--- src/nbv_pkg.sv ---
package nbv_pkg;

  localparam int COUNT_W      = 12;
  localparam int PART_FIELD_W = 4;
  localparam int HOME_CODES   = 2 ** PART_FIELD_W;

  localparam logic [COUNT_W-1:0] COUNT_MAX = {COUNT_W{1'b1}};

  typedef struct packed {
    logic                    adjacent;
    logic [PART_FIELD_W-1:0] neighbor_part;
    logic                    row_last;
  } in_item_t;

  typedef struct packed {
    logic [PART_FIELD_W-1:0] dest_part;
    logic [COUNT_W-1:0]      proposal_num;
  } out_item_t;

  typedef struct packed {
    logic inc;
    logic clr_all;
  } bin_ctl_t;

  typedef enum logic [2:0] {
    ST_IDLE,
    ST_DRAIN,
    ST_SWEEP,
    ST_LAST,
    ST_PICK,
    ST_PROP
  } vote_state_e;

endpackage

--- src/nbv_argmax.sv ---
module nbv_argmax #(
  parameter int NUM_PARTS = 16
) (
  input  logic                         clk_i,
  input  logic                         rst_ni,
  input  logic                         vld_i,
  input  logic [$clog2(NUM_PARTS)-1:0] idx_i,
  input  logic [nbv_pkg::COUNT_W-1:0]  val_i,
  input  logic [$clog2(NUM_PARTS)-1:0] home_i,
  output logic [$clog2(NUM_PARTS)-1:0] dest_o
);
  localparam int PART_W = $clog2(NUM_PARTS);
  localparam logic [PART_W-1:0] LAST_IDX = PART_W'(NUM_PARTS - 1);

  logic [nbv_pkg::COUNT_W-1:0] max_q;
  logic [nbv_pkg::COUNT_W-1:0] home_val_q;
  logic [PART_W-1:0]           best_q;

  // first index holding the maximum; home wins if it ties the maximum
  always_ff @(posedge clk_i) begin
    if (vld_i) begin
      if ((idx_i == '0) || (val_i > max_q)) begin
        max_q  <= val_i;
        best_q <= idx_i;
      end
      if (idx_i == home_i) begin
        home_val_q <= val_i;
      end
    end
  end

  assign dest_o = (home_val_q == max_q) ? home_i : best_q;

`ifndef SYNTHESIS
  a_home_not_above_max: assert property (@(posedge clk_i) disable iff (!rst_ni)
    (vld_i && (idx_i == LAST_IDX)) |=> (max_q >= home_val_q))
    else $error("home bin exceeds scanned maximum");
`endif

endmodule

--- config.mk ---
export PLATFORM = sky130hd
export DESIGN_NAME = nbv_argmax
export DESIGN_NICKNAME = d
export VERILOG_FILES = /design/src/nbv_pkg.sv /design/src/nbv_argmax.sv
export SDC_FILE = /design/constraint.sdc
export NUM_CORES = 1
export LEC_CHECK = 0
export BUFFER_PORTS_ARGS = -buffer_cell sky130_fd_sc_hd__buf_2
export CORE_ASPECT_RATIO = 0.5
export CORE_UTILIZATION = 40
export CTS_BUF_LIST = sky130_fd_sc_hd__clkbuf_2
export DETAILED_ROUTE_END_ITERATION = 8
export SYNTH_ARGS = -nofsm -noshare
export SYNTH_HDL_FRONTEND = slang
export SYNTH_SLANG_ARGS = --single-unit
--- constraint.sdc ---
create_clock -name clk_i -period 2.9 [get_ports clk_i]
set_input_delay 0.145 -clock clk_i [delete_from_list [all_inputs] [get_ports clk_i]]
set_output_delay 0.145 -clock clk_i [all_outputs]
set_load 0.02 [all_outputs]
**Yosys cells after proc, flatten, opt, wreduce, memory -nomap -nowiden**

Index checks and enable logic that the tools add are counted.

- $add $sub $neg: 0
- $mul: 0
- Div/mod/pow operators: 0
- Order comparisons: 1
- Eq/ne operators: 2
- Shift-type cells: 0
- Mux-type cells: 1
- Bitwise gates (word level): 0
- Reduce and logical (&&, ||, !) cells: 4

Operator list:

| operator | count |
|---|---|
| == test 12 bit | 1 |
| > comparator 12 bit | 1 |
| == test 4 bit | 1 |
| logical NOT 4 bit | 1 |
| 2-to-1 mux 4 bit | 1 |
| AND reduction 2 bit | 2 |
| logical OR 1 bit | 1 |

- Flip-flop bits (word level): 28
- Bits in latches: 0
- Memory bits (writable): 0
- Bits in read-only memories: 0
- Bits of input ports: 23
- Output and inout port bits: 4
- Logic and storage cells: 11
- Memories: 0

**Longest topological paths before layout**

Gate-level depths: netlist (run 1).

- Depth after elaboration: 3
- Depth in mapped cells: 6
- Mapped depth without buffers: 6

**Least setup slack after synthesis (run 1)**

Ideal clock, no wire load.

- Kind: register -> register
- From: register max_q[1] (netlist bit)
- To: register best_q[0], enable pin
- Library setup time: 399 ps
- Data arrival time: 2,059 ps
- Data required time: 2,501 ps
- Setup slack: 442 ps
- Stages on the path, launching flop included: 7
- Buffers on the path: 0
- Period minus slack after synthesis: 2,458 ps
- Path through: edfxtp_1 > inv_1 > ha_1 > nor2b_1 > o211ai_1 > a211o_1 > a31oi_1

- Cells in the longest elaborated chain, start to end: 3

RTL lines:

| item | line | RTL |
|---|---|---|
| start, declared | nbv_argmax.sv:15 | `logic [nbv_pkg::COUNT_W-1:0] max_q;` |
| start signal, assigned | nbv_argmax.sv:23 | `max_q <= val_i;` |
| > comparator 12 bit | nbv_argmax.sv:22 | `if ((idx_i == '0) \|\| (val_i > max_q)) begin` |
| logical OR 1 bit | nbv_argmax.sv:22 |  |
| AND reduction 2 bit (no line) | - |  |
| end signal, assigned | nbv_argmax.sv:24 | `best_q <= idx_i;` |
| end, declared | nbv_argmax.sv:17 | `logic [PART_W-1:0] best_q;` |

Every way passes these cells.
A chain may end at the register's enable or synchronous reset.

**Worst setup path in the final report (run 1)**

- From: register max_q[10] (netlist bit)
- To: register max_q[0] (netlist bit), enable pin

- Cells in the longest elaborated chain, start to end: 3

RTL lines:

| item | line |
|---|---|
| > comparator 12 bit | nbv_argmax.sv:22 |
| logical OR 1 bit | nbv_argmax.sv:22 |
| AND reduction 2 bit (no line) | - |

Every way passes these cells.

==> flow_results.xml, run 1 <==
<?xml version="1.0" encoding="UTF-8"?>
<metrics>
  <group name="cts">
    <metric name="cts_repair_resizes" unit="">0</metric>
    <metric name="cts_inserted_buffers" unit="">3</metric>
    <metric name="cts_max_level" unit="">1</metric>
    <metric name="clock-sinks" unit="">28</metric>
    <metric name="tritoncts_clock_tree" unit="">yes</metric>
    <metric name="post_cts.repair.setup_buffers" unit="">0</metric>
    <metric name="cts.root.buffer_cell" unit="">clkbuf_2</metric>
    <metric name="insertion_delay" unit="ns">0.37</metric>
    <metric name="path_clk_slew" unit="ns">0.27</metric>
    <metric name="clock_path_buffers" unit="">2</metric>
  </group>
  <group name="critical_path">
    <metric name="worst_setup_path_startpoint" unit="">max_q[10]</metric>
    <metric name="timing.setup.critical_path_class" unit="">flop to flop</metric>
    <metric name="critical_path.reg2reg.startpoint" unit="">max_q[10]</metric>
    <metric name="timing.critical_path.arrival" unit="ns">2.38</metric>
    <metric name="worstSetupStartpointType" unit="">flop</metric>
    <metric name="cp.required" unit="ns">2.99</metric>
    <metric name="critical_path.endpoint_type" unit="">flop</metric>
    <metric name="critical_path.max_fanout" unit="">10</metric>
  </group>
  <group name="route">
    <metric name="tritonroute_pass_1_iters" unit="">4</metric>
    <metric name="via_count_normalized_by_instance_count" unit="">4.87</metric>
    <metric name="detailedRoute.firstIterationViolations" unit="">37</metric>
    <metric name="postRouteAntennaNets" unit="">0</metric>
    <metric name="vias" unit="">896</metric>
    <metric name="wl_per_cell" unit="microns">14.1</metric>
    <metric name="postRouteWirelength" unit="microns">2590</metric>
    <metric name="drt_drc_violations_left" unit="">0</metric>
  </group>
  <group name="placement">
    <metric name="dpl.hpwl" unit="microns">1910</metric>
    <metric name="portBuffers" unit="">25</metric>
    <metric name="post-place-cells" unit="">164</metric>
    <metric name="gpl.final_weighted_congestion" unit="">0.696</metric>
  </group>
  <group name="die">
    <metric name="coreArea" unit="sq um">3140</metric>
    <metric name="die_x" unit="microns">85.1</metric>
    <metric name="design.die.area" unit="sq um">3700</metric>
    <metric name="initial_core_util" unit="">0.440</metric>
    <metric name="rows" unit="">14</metric>
    <metric name="floorplan.io_pins" unit="">27</metric>
    <metric name="fp.dieH" unit="microns">43.5</metric>
  </group>
  <group name="grt">
    <metric name="grt_pass1_wl" unit="microns">4310</metric>
    <metric name="first_global_vias" unit="">902</metric>
    <metric name="largest_net_degree_at_the_start_of_global_routing" unit="">17</metric>
    <metric name="grt_overflow" unit="">0</metric>
    <metric name="grt.total_usage" unit="">0.160</metric>
    <metric name="number_of_antenna_violations_at_the_first_check_in_global_routing" unit="">0</metric>
  </group>
  <group name="synthesis">
    <metric name="synthesized_instance_count" unit="">97</metric>
    <metric name="yosysWarningCount" unit="">0</metric>
    <metric name="synth-seq-area-share" unit="">0.609</metric>
    <metric name="postSynthNetCount" unit="">132</metric>
    <metric name="synth-async-reset-ratio" unit="">0</metric>
    <metric name="yosys-top-cells-area" unit="">edfxtp_1, ha_1, xnor2_1</metric>
    <metric name="synthesized_flop_and_latch_total" unit="">28</metric>
    <metric name="yosys.area.top_type_share" unit="">0.609</metric>
    <metric name="post_synth_instance_area" unit="sq um">1380</metric>
    <metric name="post_synthesis_cell_type_count" unit="">20</metric>
    <metric name="synth_enable_flop_cells" unit="">28</metric>
    <metric name="synthDominantAreaCellType" unit="">edfxtp_1</metric>
    <metric name="synthesis.area_per_instance" unit="sq um">14.2</metric>
    <metric name="synth_flop_cell" unit="">edfxtp_1</metric>
  </group>
  <group name="sta">
    <metric name="fin_crit_sh" unit="">0.788</metric>
    <metric name="setup_repair_after_global_routing_missed_its_margin" unit="">false</metric>
    <metric name="worst_slew_margin_relative_to_its_limit" unit="">0.671</metric>
    <metric name="timing.final.crit_period" unit="ns">2.29</metric>
    <metric name="slew_viol_final" unit="">0</metric>
    <metric name="setup_tns" unit="ns">0</metric>
    <metric name="max_slew.worst_pin.slew" unit="ns">0.490</metric>
    <metric name="max_clock_freq" unit="MHz">437</metric>
    <metric name="finalSetupViolations" unit="">0</metric>
    <metric name="report.final.hold_viol_count" unit="">0</metric>
    <metric name="worst_clock_skew" unit="ns">0.0245</metric>
  </group>
  <group name="hold_path">
    <metric name="worstHoldPathType" unit="">input port to flop</metric>
    <metric name="critical_hold_path_startpoint" unit="">vld_i</metric>
  </group>
  <group name="pwr">
    <metric name="power_leakage" unit="nW">0.717</metric>
    <metric name="pwr_density_cell" unit="nW/um^2">468</metric>
    <metric name="ir_worst_vdd" unit="uV">220</metric>
  </group>
  <group name="finish">
    <metric name="diodes" unit="">0</metric>
    <metric name="fin_cells" unit="">184</metric>
    <metric name="area_growth_syn_to_layout" unit="%">29.6</metric>
    <metric name="final_core_util" unit="">0.570</metric>
    <metric name="layout_cells_sized_above_1" unit="">0.236</metric>
    <metric name="design.final.nets" unit="">180</metric>
  </group>
  <group name="run">
    <metric name="max_cap_viol_count" unit="">0</metric>
  </group>
  <group name="status">
    <metric name="outcome" unit="">complete, no violations</metric>
  </group>
</metrics>
==> through the flow <==
stage	cell area [sq um]	worst slack [ns]	power, mW	hold WS, ns
floorplan	1380	0.442	0.550	0.244
global placement	1580	0.665	0.596	0.350
global route	1790	0.470	0.876	0.207
detailed placement	1580	0.647	0.598	0.356
finish	1790	0.614	0.837	0.222
CTS	1790	0.597	0.844	0.218
==> flip-flops by register name, summed over array words and instances (netlist names) <==
| signal | flops |
|---|---|
| home_val_q | 12 |
| max_q | 12 |
| best_q | 4 |
==> where the power goes <==
group / leakage (nW) / switching, mW / total (mW) / internal (mW)
clock network: 0.0266 / 0.113 / 0.232 / 0.119
logic: 0.433 / 0.0646 / 0.126 / 0.0614
registers: 0.258 / 0.00925 / 0.479 / 0.470
total: 0.717 / 0.187 / 0.837 / 0.650
==> final timing paths <==
kind / to / slack, ns / depth (start not counted)
hold reg to reg: max_q[4] / 1.21 / 4
setup / recovery: max_q[0] / 0.61 / 6
setup reg to reg: max_q[0] / 0.61 / 6
hold / removal: max_q[4] / 0.22 / 3
==> cell usage after synthesis, drive strengths merged (2+ instances only) <==
cell	instances
a21oi	4
edfxtp	28
ha	12
inv	12
mux2	4
nand2	3
nand4	6
nor4	2
xnor2	13
xor2	3
==> kinds of logic (layout without fill, tap and decap cells) <==
group                      Yosys count  after routing  share of synthesized area
buffers and inverters               12             59                     0.0326
DFF                                 28             28                      0.609
muxes                                4              4                     0.0326
and+or+nand+nor                     15             15                     0.0689
adders and majority gates           12             12                      0.109
AOI/OAI and AO/OA                   10             10                     0.0462
xor gates and xnor gates            16             16                      0.102
==> critical path: stages, from the launching register on <==
cell      delay (ns)
edfxtp_1        0.43
inv_1           0.05
ha_1            0.31
nand4_1         0.16
a211o_1         0.31
a31oi_2         0.45
buf_4           0.30
==> layout by cell type (no fill, tap or decap), types with 2 or more instances in the layout <==
| cell type | count |
|---|---|
| mux2_1 | 4 |
| clkbuf_2 | 3 |
| xnor2_1 | 13 |
| edfxtp_1 | 28 |
| dlygate4sd3_1 | 16 |
| nand4_1 | 6 |
| a21oi_1 | 4 |
| buf_4 | 2 |
| ha_1 | 12 |
| inv_1 | 12 |
| xor2_1 | 3 |
| nand2_1 | 3 |
| buf_2 | 25 |
==> repair_timing <==
item,in CTS,in global routing
endpoints found under the hold margin,28,0
hold buffers,16,0
setup endpoints to repair,0,0
==> cell type report <==
| cell class | instances | area, sq um |
|---|---|---|
| clock buffer | 3 | 15.0 |
| clock inverter | 1 | 30.0 |
| fill | 269 | 1350 |
| inverter | 12 | 45.0 |
| multi-input combinational | 57 | 507 |
| sequential | 28 | 841 |
| tap | 40 | 50.0 |
| timing repair buffer | 43 | 300 |
==> metal layers <==
layer | track usage | wire length, microns | vias up
met5 | 0 | 0 | -
met4 | 0.0102 | 0 | 0
met3 | 0.0514 | 180 | 0
met2 | 0.265 | 1120 | 26
met1 | 0.218 | 1300 | 417
li1 | - | - | 453
(Power assumes the default switching activity.)
==> run 2: changes to the inputs <==
clock period = 1.98 ns   (was 2.9 ns; I/O delays follow)
==> flow_results.xml, run 2 (synthesized netlist as in run 1, its figures left out) <==
<?xml version="1.0" encoding="UTF-8"?>
<metrics>
  <group name="pwr">
    <metric name="pwr_density_cell" unit="nW/um^2">563</metric>
    <metric name="total_power_draw" unit="mW">1.17</metric>
    <metric name="ir_worst_vdd" unit="uV">385</metric>
    <metric name="power_leakage" unit="nW">0.866</metric>
  </group>
  <group name="finish">
    <metric name="design.final.nets" unit="">198</metric>
    <metric name="most-common-layout-cells" unit="">edfxtp_1, buf_2, dlygate4sd3_1, buf_4, inv_1</metric>
    <metric name="reg_top3" unit="">home_val_q x12, max_q x12, best_q x4</metric>
    <metric name="area_growth_syn_to_layout" unit="%">51.0</metric>
    <metric name="number_of_fill_cells_in_the_layout" unit="">227</metric>
    <metric name="diodes" unit="">0</metric>
    <metric name="final_common_cell" unit="">edfxtp_1</metric>
    <metric name="final_core_util" unit="">0.665</metric>
    <metric name="layout_cells_sized_above_1" unit="">0.398</metric>
  </group>
  <group name="placement">
    <metric name="dpl.hpwl" unit="microns">1930</metric>
    <metric name="detailedPlace.worstSlack" unit="ns">-0.0921</metric>
    <metric name="portBuffers" unit="">25</metric>
    <metric name="gpl.final_weighted_congestion" unit="">0.725</metric>
  </group>
  <group name="cts">
    <metric name="cts_max_level" unit="">1</metric>
    <metric name="clock-sinks" unit="">28</metric>
    <metric name="clock_path_buffers" unit="">2</metric>
    <metric name="tritoncts_clock_tree" unit="">yes</metric>
    <metric name="cts_inserted_buffers" unit="">3</metric>
    <metric name="path_clk_slew" unit="ns">0.24</metric>
    <metric name="insertion_delay" unit="ns">0.35</metric>
    <metric name="cts.root.buffer_cell" unit="">clkbuf_2</metric>
  </group>
  <group name="sta">
    <metric name="worst_slew_margin_relative_to_its_limit" unit="">0.796</metric>
    <metric name="finalSetupViolations" unit="">4</metric>
    <metric name="setup_repair_after_global_routing_missed_its_margin" unit="">true</metric>
    <metric name="max_slew.worst_pin.slew" unit="ns">0.305</metric>
    <metric name="worst_clock_skew" unit="ns">0.00482</metric>
    <metric name="setup_tns" unit="ns">-0.949</metric>
    <metric name="finalWorstSetupSlack" unit="ns">-0.242</metric>
    <metric name="max_clock_freq" unit="MHz">450</metric>
    <metric name="slew_viol_final" unit="">0</metric>
    <metric name="report.final.hold_viol_count" unit="">0</metric>
    <metric name="timing.final.crit_period" unit="ns">2.22</metric>
    <metric name="fin_crit_sh" unit="">1.12</metric>
  </group>
  <group name="status">
    <metric name="failed_checks" unit="">setup timing</metric>
    <metric name="outcome" unit="">complete, but fails checks</metric>
  </group>
  <group name="die">
    <metric name="coreArea" unit="sq um">3140</metric>
    <metric name="fp.dieH" unit="microns">43.5</metric>
    <metric name="die_x" unit="microns">85.1</metric>
    <metric name="rows" unit="">14</metric>
    <metric name="initial_core_util" unit="">0.440</metric>
    <metric name="floorplan.io_pins" unit="">27</metric>
    <metric name="design.die.area" unit="sq um">3700</metric>
  </group>
  <group name="grt">
    <metric name="number_of_antenna_violations_at_the_first_check_in_global_routing" unit="">0</metric>
    <metric name="grt_overflow" unit="">0</metric>
    <metric name="largest_net_degree_at_the_start_of_global_routing" unit="">15</metric>
    <metric name="first_global_vias" unit="">1000</metric>
    <metric name="grt.total_usage" unit="">0.176</metric>
    <metric name="grt_pass1_wl" unit="microns">4620</metric>
  </group>
  <group name="route">
    <metric name="postRouteWirelength" unit="microns">2920</metric>
    <metric name="wl_per_cell" unit="microns">14.5</metric>
    <metric name="tritonroute_pass_1_iters" unit="">4</metric>
    <metric name="postRouteAntennaNets" unit="">0</metric>
    <metric name="drt_drc_violations_left" unit="">0</metric>
    <metric name="via_count_normalized_by_instance_count" unit="">4.81</metric>
    <metric name="detailedRoute.firstIterationViolations" unit="">35</metric>
    <metric name="vias" unit="">966</metric>
  </group>
  <group name="hold_path">
    <metric name="worstHoldPathType" unit="">input port to flop</metric>
  </group>
  <group name="critical_path">
    <metric name="critical_path.endpoint_type" unit="">output port</metric>
    <metric name="timing.setup.critical_path_class" unit="">flop to output port</metric>
    <metric name="worstSetupStartpointType" unit="">flop</metric>
    <metric name="cp.required" unit="ns">1.88</metric>
    <metric name="critical_path.max_fanout" unit="">4</metric>
    <metric name="timing.critical_path.arrival" unit="ns">2.12</metric>
  </group>
  <group name="run">
    <metric name="max_cap_viol_count" unit="">0</metric>
  </group>
</metrics>
-- run 2: area by class of cell --
cell class | count | area (sq um) | area share
flip-flops and latches | 28 | 841 | 0.403
multi-input cells | 57 | 651 | 0.312
repair buffers | 61 | 483 | 0.232
well taps | 40 | 50.0 | 0.0240
inverters | 12 | 45.0 | 0.0216
clock buffers | 3 | 15.0 | 0.00720
-- run 2: worst paths after layout --
path	start	end	slack [ns]	depth (start not counted)
hold / removal	vld_i	max_q[8]	0.26	4
setup reg to reg	max_q[1]	max_q[11]	0.05	7
setup / recovery	max_q[11]	dest_o[0]	-0.24	6
hold reg to reg	max_q[3]	max_q[8]	1.29	6
-- run 2: timing repair --
| item | in CTS | in global routing |
|---|---|---|
| hold buffers | 16 | 0 |
| setup buffers | 3 | 0 |
| endpoints found under the hold margin | 28 | 0 |
| setup endpoints to repair | 20 | 20 |
| cloned | 0 | 1 |
| pin swaps | 6 | 3 |
| resized for setup | 20 | 13 |
-- run 2: stage by stage --
step           hold WS (ns)  area (sq um)  std cells
3_5_place_dp          0.309          1700        178
3_3_place_gp          0.308          1700        178
4_1_cts               0.276          1990        200
5_1_grt               0.230          2080        201
6_report              0.258          2080        201
2_1_floorplan         0.198          1400         97
-- run 2: worst max-delay path: stages (launching register included) --
cell,delay (ns)
edfxtp_1,0.46
buf_6,0.14
xnor2_4,0.14
nand4_1,0.24
nor3_4,0.32
mux2_4,0.34
buf_6,0.13
-- run 2: per-layer routing --
layer  GRT usage  share of wire  vias to the layer above  wire (microns)
met3      0.0514          0.056                        2             163
met1       0.236           0.50                      446            1470
li1            -              -                      489               -
met2       0.292           0.44                       29            1280
met4      0.0305         0.0024                        0               7
met5           0              0                        -               0
-- run 2: where the power goes --
| part | total [mW] | internal (mW) | switching [mW] |
|---|---|---|---|
| Clock | 0.199 | 0.0412 | 0.158 |
| Combinational | 0.272 | 0.153 | 0.119 |
| Sequential | 0.703 | 0.688 | 0.0146 |
