--- src/nbv_pkg.sv ---
package nbv_pkg;

  localparam int COUNT_W      = 12;
  localparam int PART_FIELD_W = 4;
  localparam int HOME_CODES   = 2 ** PART_FIELD_W;

  localparam logic [COUNT_W-1:0] COUNT_MAX = {COUNT_W{1'b1}};

  typedef struct packed {
    logic                    adjacent;
    logic [PART_FIELD_W-1:0] neighbor_part;
    logic                    row_last;
  } in_item_t;

  typedef struct packed {
    logic [PART_FIELD_W-1:0] dest_part;
    logic [COUNT_W-1:0]      proposal_num;
  } out_item_t;

  typedef struct packed {
    logic inc;
    logic clr_all;
  } bin_ctl_t;

  typedef enum logic [2:0] {
    ST_IDLE,
    ST_DRAIN,
    ST_SWEEP,
    ST_LAST,
    ST_PICK,
    ST_PROP
  } vote_state_e;

endpackage

--- src/nbv_prop_store.sv ---
module nbv_prop_store #(
  parameter int NUM_PARTS = 16
) (
  input  logic                         clk_i,
  input  logic                         rst_ni,
  input  logic [$clog2(NUM_PARTS)-1:0] addr_i,
  input  logic                         upd_i,
  output logic [nbv_pkg::COUNT_W-1:0]  num_o
);
  logic [nbv_pkg::COUNT_W-1:0] mem_q [NUM_PARTS];
  logic [NUM_PARTS-1:0]        vld_q;
  logic [nbv_pkg::COUNT_W-1:0] rd_q;
  logic                        rvld_q;
  logic [nbv_pkg::COUNT_W-1:0] nxt_val;

  assign num_o   = rvld_q ? rd_q : '0;
  assign nxt_val = (num_o == nbv_pkg::COUNT_MAX) ? num_o
                                                 : num_o + nbv_pkg::COUNT_W'(1);

  always_ff @(posedge clk_i) begin
    rd_q <= mem_q[addr_i];
    if (upd_i) begin
      mem_q[addr_i] <= nxt_val;
    end
  end

  always_ff @(posedge clk_i or negedge rst_ni) begin
    if (!rst_ni) begin
      vld_q  <= '0;
      rvld_q <= 1'b0;
    end else begin
      rvld_q <= vld_q[addr_i];
      if (upd_i) begin
        vld_q[addr_i] <= 1'b1;
      end
    end
  end

endmodule

--- config.mk ---
export PLATFORM = sky130hd
export DESIGN_NAME = nbv_prop_store
export DESIGN_NICKNAME = d
export VERILOG_FILES = /design/src/nbv_pkg.sv /design/src/nbv_prop_store.sv
export SDC_FILE = /design/constraint.sdc
export NUM_CORES = 1
export LEC_CHECK = 0
export BUFFER_PORTS_ARGS = -buffer_cell sky130_fd_sc_hd__buf_2
export CAP_MARGIN = 20
export CORE_UTILIZATION = 45
export DETAILED_ROUTE_END_ITERATION = 8
export PLACE_DENSITY_LB_ADDON = 0.08
export SETUP_SLACK_MARGIN = 0.4
export SLEW_MARGIN = 20
export SYNTH_ARGS = -nofsm -noshare
export SYNTH_HDL_FRONTEND = slang
export SYNTH_SLANG_ARGS = --single-unit
--- constraint.sdc ---
create_clock -name clk_i -period 6.4 [get_ports clk_i]
set_clock_uncertainty 0.15 [all_clocks]
set_input_delay 0.64 -clock clk_i [delete_from_list [all_inputs] [get_ports clk_i]]
set_output_delay 0.64 -clock clk_i [all_outputs]
set_load 0.05 [all_outputs]
# Word level (Yosys, flattened, before mapping)
# Memories as Yosys holds them, arrays and structs flattened. A register that Yosys moved wholly into a read port is not among the register bits.
# Cells that the tools add are included.
[classes]
add_sub_neg = 1
order_cmp = 2
n_eq_ne = 1
n_mux = 8
n_bitwise = 1
reduce_logical = 1
[ops]
columns = ["cell", "n"]
rows = [
  ["2-to-1 mux 12 bit", 2],
  ["OR 16 bit", 1],
  ["adder 12 x 1 -> 12 bit (second input constant)", 1],
  ["equality test 12 bit (second input constant)", 1],
  ["less-than comparator 4 x 5 -> 1 bit (second input constant)", 1],
  ["binary-select mux 1 bit (select 4 bit)", 1],
  ["demux 1 bit (select 4 bit)", 1],
  [">= comparator 4 x 1 -> 1 bit (second input constant)", 1],
  ["2-to-1 mux 1 bit", 4],
  ["logical AND 1 bit", 1],
]
[totals]
reg_bits = 17
mem_bits_rw = 192
inputBits = 7
output_inout_bits = 12
elab_cells = 17
n_memories = 1
[memory_table]
columns = ["name", "depth", "width", "read_ports", "rd_clocked_by_memory_dff", "wr", "line_no", "source"]
rows = [
  ["mem_q", 16, 12, 1, 1, 1, "nbv_prop_store.sv:10", "logic [nbv_pkg::COUNT_W-1:0] mem_q [NUM_PARTS];"],
]

# Logic depth before layout (Yosys ltp)
# Gate-level depths: netlist (run 1).
[logic_depth]
ltp_word = 5
mapped_depth = 7

# Worst setup path before layout (run 1)
# No wires, ideal clock.
[synth_path]
path_type = "reg2reg"
startpoint = "register rvld_q"
endpoint = "memory mem_q[0][10] (netlist bit) (data pin)"
setup_time_ps = 302
arrival_ps = 2365
required_ps = 5948
path_slack_ps = 3583
stages_incl_launch_ff = 8
path_buffers = 2
synth_period_minus_slack_ps = 2817
path_cell_list = "dfrtp_1 > clkbuf_1 > and2_1 > ha_1 > and3_1 > buf_4 > a21oi_1 > a31oi_1"
[synth_via]
elab_chain_cells = 3
elab_cells_between_ends = 4
[synth_rtl]
columns = ["element", "line_no", "source"]
rows = [
  ["start, declared", "nbv_prop_store.sv:13", "logic rvld_q;"],
  ["start signal, assigned", "nbv_prop_store.sv:32", "rvld_q <= vld_q[addr_i];"],
  ["2-to-1 mux 12 bit (*)", "nbv_prop_store.sv:16", "assign num_o = rvld_q ? rd_q : '0;"],
  ["named net num_o (one bit)", "nbv_prop_store.sv:8", "output logic [nbv_pkg::COUNT_W-1:0] num_o"],
  ["adder 12 x 1 -> 12 bit / equality test 12 bit (equally long branches)", "nbv_prop_store.sv:18, nbv_prop_store.sv:17", ""],
  ["2-to-1 mux 12 bit (*)", "nbv_prop_store.sv:17", "assign nxt_val = (num_o == nbv_pkg::COUNT_MAX) ? num_o"],
  ["named net nxt_val (one bit)", "nbv_prop_store.sv:14", "logic [nbv_pkg::COUNT_W-1:0] nxt_val;"],
  ["end, declared", "nbv_prop_store.sv:10", ""],
]
# Mark *: on every way through the listed nets, which the timed path passes. The rest lies on a longest branch.

# Worst setup path in the final report (run 1)
[layout_path]
startpoint = "register rvld_q"
endpoint = "memory mem_q[1][0] (netlist bit) (data pin)"
[layout_via]
elab_chain_cells = 3
elab_cells_between_ends = 4
[layout_rtl]
columns = ["element", "line_no"]
rows = [
  ["2-to-1 mux 12 bit (*)", "nbv_prop_store.sv:16"],
  ["adder 12 x 1 -> 12 bit / equality test 12 bit (equally long branches)", "nbv_prop_store.sv:18, nbv_prop_store.sv:17"],
  ["2-to-1 mux 12 bit (*)", "nbv_prop_store.sv:17"],
  ["named net nxt_val (one bit)", "nbv_prop_store.sv:14"],
]
# Marks and branches as above.

==> flow_metrics.py, run 1 <==
metrics = {
    "worst_setup_path": {
        "critical_path.max_stage_delay_ps": 660,
        "path_cells": "and2_1, ha_1, and3_1, nand2_4, xor2_1, buf_4",
        "critical_path_class": "register to register",
        "r2r_end": "mem_q[1][0]",
        "crit_arrival_ps": 3140,
        "r2r_slack_ps": 3450,
        "cp_slowest_cell": "dfrtp_1",
        "end_kind": "register",
        "worstRegToRegCells": 6,
        "critPathLaunchType": "register",
        "cp_top_family": "simple AND/OR/NAND/NOR gates",
        "reg2reg_from": "rvld_q",
        "cp.required_ps": 6590,
        "crit_buf_inv": 1,
        "worstPathMaxFanout": 18,
    },
    "yosys": {
        "seq_area_frac_synth_pct": 75.0,
        "synthTopCellsByArea": "edfxtp_1 67%, mux4_2 14%, dfrtp_1 5.0%, dfxtp_1 2.8%, a22oi_1 2.3%",
        "synthesis.nets": 439,
        "synth_area_per_cell_sq_um": 19.9,
        "syn_area_sq_um": 8570,
        "syn_inst": 431,
        "yosysWarnings": 0,
        "synth_cell_types": 35,
        "ys_seq_elements": 221,
        "synth_largest_area_cell": "edfxtp_1",
        "yosys.area.top_type_share_pct": 67.2,
    },
    "timing": {
        "slew_headroom_pct": 44.8,
        "max_freq_ghz": 0.339,
        "setup-violations-final": 0,
        "slew_violations": 0,
        "fin_crit_ps": 2950,
        "grt_setup_unrepaired": "false",
        "max_slew.worst_pin.slew_ps": 828,
        "fin_crit_sh_pct": 46.1,
        "tns_ps": 0,
        "hold_viol": 0,
    },
    "floorplan": {
        "core_sq_um": 18700,
        "start_util_pct": 45.8,
        "fp.dieArea_sq_um": 19600,
        "rows": 50,
        "fp.dieW_um": 140,
        "die_y_um": 140,
        "pin_count": 19,
    },
    "power": {
        "leakage_nw": 3.32,
        "intPower_mw": 2.51,
        "swShare_pct": 23.0,
        "clock_power_share_pct": 39.1,
        "pwr_density_cell_nw_per_um2": 332,
        "seqPwrFrac_pct": 51.7,
        "combPwrFrac_pct": 9.2,
        "power.switching_uw": 751,
        "ir_worst_vdd_mv": 0.225,
    },
    "grt": {
        "grt_max_degree": 33,
        "track_usage_pct": 20.4,
        "grt_first_pass_wirelength_um": 28500,
        "antenna_found_initial": 0,
        "grt_pass1_vias": 4460,
        "grt_overflow": 0,
    },
    "layout": {
        "instances_no_fill": 731,
        "n_fill_cell": 1461,
        "drive_gt1_share_pct": 31.2,
        "area_growth_pct": 14.6,
        "diodes": 0,
        "nets": 487,
    },
    "placed_design": {
        "post-dp-hpwl_um": 11900,
        "portBuffers": 18,
        "dpl.cell_count": 685,
        "globalplace.congestion": 0.858,
    },
    "clocking": {
        "tritoncts": "done",
        "clk_latency_ps": 500,
        "cts_sinks": 221,
        "clkTransAtPathRegs_ps": 60,
        "numCtsBuffers": 24,
        "cts-root-buf": "clkbuf_16",
        "htreeDepth": 1,
        "post_cts_resized": 0,
        "cts_max_path_buffers": 3,
    },
    "detailed_routing": {
        "num_vias": 4189,
        "first_iter_violations": 356,
        "wire_per_inst_um": 26.0,
        "dr.pass1.iters": 4,
        "drc": 0,
        "postRouteAntennaNets": 0,
        "drt-total-wl_um": 19000,
        "vias_per_cell": 5.73,
    },
    "run": {
        "maxCapViolCount": 0,
    },
    "hold_path": {
        "worstHoldStart": "vld_q[2]",
        "hold_end": "vld_q[2]",
        "hold_depth": 1,
        "worst_hold_path_type": "register to register",
    },
    "outcome": {
        "status": "completed",
    },
}
logic make-up (layout without fill, tap and decap cells):
logic type      after synthesis  after routing  share of synthesized area [%]
fa+ha+maj                     1              1                          0.146
simple gates                 91             91                           5.84
mux                          53             53                           13.8
flops                       221            221                           75.0
xor+xnor                      8              8                          0.817
compound gates               35             35                           2.87
buf+inv                      22             88                           1.49
cell usage in the layout, fill, tap and decap left out, types with 2 or more instances in the layout:
| cell | n |
|---|---|
| xor2_2 | 2 |
| a21oi_1 | 4 |
| nor3_4 | 4 |
| mux4_2 | 52 |
| clkbuf_1 | 8 |
| dfrtp_1 | 17 |
| clkbuf_16 | 25 |
| edfxtp_1 | 192 |
| a211oi_1 | 2 |
| nand4_1 | 2 |
| nor3_1 | 2 |
| dfxtp_1 | 12 |
| nand3b_1 | 2 |
| and3_1 | 2 |
| buf_2 | 17 |
| nand3_1 | 8 |
| inv_1 | 2 |
| nand2b_1 | 2 |
| or2_2 | 16 |
| nand2_1 | 16 |
| nor2b_1 | 3 |
| buf_4 | 24 |
| nor2_1 | 15 |
| xor2_1 | 5 |
| and2_1 | 12 |
| a22oi_1 | 26 |
| clkinv_1 | 4 |
| clkinv_2 | 5 |
| a21oi_2 | 2 |
sequential cells by signal (all words and copies together) (netlist names):
name    count
rvld_q      1
rd_q       12
vld_q      16
mem_q     192
final cells by class:
class / count / area, sq um / share of cell area, %
Sequential cell: 221 / 6430 / 65.5
Clock inverter: 11 / 78.8 / 0.802
Timing Repair Buffer: 42 / 275 / 2.80
Tap cell: 234 / 293 / 2.98
Clock buffer: 33 / 656 / 6.67
Multi-Input combinational cell: 188 / 2080 / 21.2
Inverter: 2 / 7.51 / 0.0764
power groups by stage:
stage | logic (mW) | clock network, mW | registers [mW]
2_1_floorplan | 0.198 | 0 | 1.71
3_3_place_gp | 0.293 | 0 | 1.72
3_5_place_dp | 0.301 | 0 | 1.72
4_1_cts | 0.302 | 1.31 | 1.69
5_1_grt | 0.322 | 1.36 | 1.69
6_report | 0.299 | 1.28 | 1.69
stage by stage:
stage               setup WS [ps]  power (mW)  hold slack [ps]  utilization, %  area [sq um]
finish                       3450        3.26              310            52.5          9820
global route                 3260        3.38              324            52.5          9820
CTS                          3170        3.29              313            52.4          9800
detailed placement           2960        2.02              298            48.4          9050
global placement             3010        2.01              296            48.2          9020
floorplan                    3580        1.90              194               -          8570
worst max path at each step:
stage / start / end / slack [ps] / depth (start not counted)
2_1_floorplan: rvld_q / mem_q[0][10] / 3580 / 7
4_1_cts: rvld_q / mem_q[0][5] / 3170 / 5
3_3_place_gp: addr_i[1] / mem_q[3][0] / 3010 / 4
3_5_place_dp: addr_i[1] / mem_q[3][0] / 2960 / 4
6_report: rvld_q / mem_q[1][0] / 3450 / 6
5_1_grt: rvld_q / mem_q[8][3] / 3260 / 5
synthesized netlist by cell type:
cell type	number
dfxtp_1	12
xnor2_1	1
edfxtp_1	192
nor2b_1	3
buf_4	2
nand2_1	16
nand4_1	2
nand2b_1	2
or2_2	16
dfrtp_1	17
or2_1	1
mux2_4	1
or3b_2	1
nand3_1	8
a211oi_1	2
nand3_2	1
and4_1	1
nor3_4	1
a31oi_1	1
xor2_1	7
a21oi_1	6
ha_1	1
nor4_1	1
inv_1	2
nand2_4	1
buf_6	4
nand3b_1	2
clkbuf_1	8
and2_1	12
a22oi_1	26
mux4_2	52
buf_2	6
nor2_1	15
and3_1	2
nor3_1	6
metal layers:
metal | global-route usage, % | share of wire (%) | up-vias
li1 | - | - | 1845
met1 | 29.5 | 46 | 2186
met2 | 32.3 | 47 | 125
met3 | 2.91 | 4.8 | 33
met4 | 6.13 | 2.5 | 0
met5 | 0 | 0 | -
timing repair:
action | 4_1_cts | 5_1_grt
hold buffers | 1 | 0
buffers inserted | 0 | 0
hold endpoints to repair | 17 | 0
Power figures use the tool's default switching activity.
==> run 2, diff against run 1 <==
--- a/config.mk
+++ b/config.mk
@@ -5,6 +5,7 @@
 export SDC_FILE = /design/constraint.sdc
 export NUM_CORES = 1
 export LEC_CHECK = 0
+export ABC_AREA = 1
 export BUFFER_PORTS_ARGS = -buffer_cell sky130_fd_sc_hd__buf_2
 export CAP_MARGIN = 20
 export CORE_UTILIZATION = 45
==> constraint.sdc (replaced) <==
create_clock -name clk_i -period 2.9 [get_ports clk_i]
set_clock_uncertainty 0.15 [all_clocks]
set_input_delay 0.29 -clock clk_i [delete_from_list [all_inputs] [get_ports clk_i]]
set_output_delay 0.29 -clock clk_i [all_outputs]
set_load 0.05 [all_outputs]
==> flow_metrics.py, run 2 <==
metrics = {
    "outcome": {
        "status": "completed",
    },
    "yosys": {
        "yosysMostFrequentCell": "nand2_1",
        "async_reset_ff_share_pct": 7.69,
        "synth-edff-count": 192,
        "synthFlopType": "edfxtp_1",
        "synth_area_per_cell_sq_um": 9.78,
        "synth_largest_area_cell": "edfxtp_1",
        "syn_inst": 982,
        "yosys.area.top_type_share_pct": 60.0,
        "synthesis.nets": 990,
        "syn_area_sq_um": 9600,
        "yosysWarnings": 0,
        "synthTopCellsByArea": "edfxtp_1 60%, nand2_1 23%, dfrtp_1 4.4%, dfxtp_1 2.5%, inv_1 1.6%",
        "synthTopCellsByCount": "588 x nand2_1, 192 x edfxtp_1, 42 x inv_1",
        "seq_area_frac_synth_pct": 67.0,
        "ys_seq_elements": 221,
        "synth_cell_types": 27,
    },
    "detailed_routing": {
        "wire_per_inst_um": 18.2,
        "vias_per_cell": 4.85,
        "drc": 0,
        "num_vias": 6412,
        "dr.pass1.iters": 5,
        "postRouteAntennaNets": 0,
        "first_iter_violations": 483,
        "drt-total-wl_um": 24000,
    },
    "layout": {
        "layout_commonest_cell": "nand2_1",
        "drive_gt1_share_pct": 12.0,
        "largest_register_ffs": 192,
        "area_growth_pct": 13.7,
        "nets": 1037,
        "fin_util_pct": 52.1,
        "layout_common_cells": "586 x nand2_1, 192 x edfxtp_1, 41 x inv_1, 41 x buf_4, 25 x clkbuf_16",
        "diodes": 0,
        "regMostFlops": "mem_q",
        "instances_no_fill": 1321,
        "reg_top3": "mem_q (192), vld_q (16), rd_q (12)",
    },
    "placed_design": {
        "dpl.cell_count": 1276,
        "post-dp-hpwl_um": 14300,
        "portBuffers": 18,
        "globalplace.congestion": 0.837,
    },
    "power": {
        "power.switching_mw": 1.71,
        "combPwrFrac_pct": 8.9,
        "ir_worst_vdd_mv": 0.490,
        "swShare_pct": 23.7,
        "intPower_mw": 5.52,
        "seqPwrFrac_pct": 50.6,
        "leakage_nw": 4.88,
        "pwr_density_cell_nw_per_um2": 662,
        "clock_power_share_pct": 40.5,
    },
    "timing": {
        "slew_headroom_pct": 48.8,
        "setup-violations-final": 0,
        "max_slew.worst_pin.slew_ps": 768,
        "fin_crit_sh_pct": 83.9,
        "hold_viol": 0,
        "slew_violations": 0,
        "fin_crit_ps": 2430,
        "tns_ps": 0,
        "max_freq_ghz": 0.411,
        "grt_setup_unrepaired": "true",
    },
    "hold_path": {
        "worst_hold_path_type": "primary input to async pin",
    },
    "clocking": {
        "cts_sinks": 221,
        "numCtsBuffers": 25,
        "clkTransAtPathRegs_ps": 60,
        "cts-root-buf": "clkbuf_16",
        "htreeDepth": 1,
        "clk_latency_ps": 510,
        "cts_max_path_buffers": 3,
        "cts_setup_buffers": 0,
        "tritoncts": "done",
    },
    "run": {
        "maxCapViolCount": 0,
    },
    "worst_setup_path": {
        "end_kind": "register",
        "critPathLaunchType": "register",
        "critical_path_class": "register to register",
        "worstPathMaxFanout": 16,
        "cp.required_ps": 2990,
        "crit_arrival_ps": 2520,
    },
    "grt": {
        "grt_max_degree": 99,
        "grt_pass1_vias": 6052,
        "antenna_found_initial": 0,
        "grt_overflow": 0,
        "track_usage_pct": 23.0,
        "grt_first_pass_wirelength_um": 36900,
    },
    "floorplan": {
        "rows": 53,
        "fp.dieArea_sq_um": 21900,
        "fp.dieW_um": 148,
        "die_y_um": 148,
        "pin_count": 19,
        "start_util_pct": 45.8,
        "core_sq_um": 21000,
    },
}
[run 2: cell types whose count changed in the layout (fill, tap and decap cells not counted), sizes merged, moves of 12 or more]
cell,before,now
nand2,17,593
mux4,52,0
inv,2,47
a22oi,26,0
buf,41,60
nand3,9,25
and2,12,0
nor2,15,27
[run 2: per-stage QoR]
stage / cell area, sq um / worst slack, ps / hold slack [ps] / power, mW
5_1_grt: 10900 / 274 / 146 / 7.52
4_1_cts: 10900 / 401 / 109 / 7.29
3_3_place_gp: 10100 / 436 / 117 / 4.36
6_report: 10900 / 466 / 107 / 7.23
3_5_place_dp: 10100 / 384 / 112 / 4.37
2_1_floorplan: 9610 / 397 / -156 / 4.17
[run 2: cell families after synthesis]
family	synth area share (%)
AND/OR/NAND/NOR	28.1
flip-flops	67.0
buffers and inverters	4.69
AO/OA/AOI/OAI	0.0521
XOR/XNOR	0.0912
adder cells (fa/ha/maj)	0.130
[run 2: final cells by class]
type | instances | area, sq um
fillers | 1920 | 10000
flip-flops and latches | 221 | 6430
multi-input cells | 672 | 2750
clock buffers | 40 | 742
repair buffers | 61 | 443
well taps | 275 | 344
inverters | 48 | 186
clock inverters | 4 | 22.5
[run 2: critical path, stage by stage, from the launching register on]
cell and delay, ps:
dfrtp_1 360, buf_4 170, nand2_1 60, inv_1 110
ha_2 240, nand3_4 120, nor2_8 160, nand3_2 280
nand3_1 510
[run 2: routing by layer]
metal | up-vias | part of all wire, % | GRT usage (%)
li1 | 3214 | - | -
met1 | 3005 | 47 | 32.9
met2 | 159 | 45 | 36.7
met3 | 34 | 5.3 | 3.13
met4 | 0 | 2.3 | 6.65
met5 | - | 0 | 0
[run 2: path summary, 6_finish.rpt]
kind / cells past startpoint / endpoint / slack (ps) / startpoint
setup / recovery: 8 / mem_q[3][7] / 470 / rvld_q
setup reg to reg: 8 / mem_q[3][7] / 470 / rvld_q
hold / removal: 2 / vld_q[5] / 110 / rst_ni
min in group clk_i: 3 / mem_q[9][1] / 200 / upd_i
hold reg to reg: 1 / vld_q[1] / 310 / vld_q[1]
max in group asynchronous: 2 / rvld_q / 2180 / rst_ni
[run 2: power by group through the flow]
stage / Sequential, mW / Combinational (mW) / Clock, mW
3_5_place_dp: 3.72 / 0.644 / 0
2_1_floorplan: 3.71 / 0.462 / 0
3_3_place_gp: 3.72 / 0.639 / 0
6_report: 3.66 / 0.644 / 2.93
5_1_grt: 3.67 / 0.726 / 3.12
4_1_cts: 3.66 / 0.648 / 2.99
[run 2: repair_timing]
item,4_1_cts,5_1_grt
hold endpoints to repair,17,0
setup endpoints to repair,0,160
gates resized for setup,0,5
hold buffers,1,0
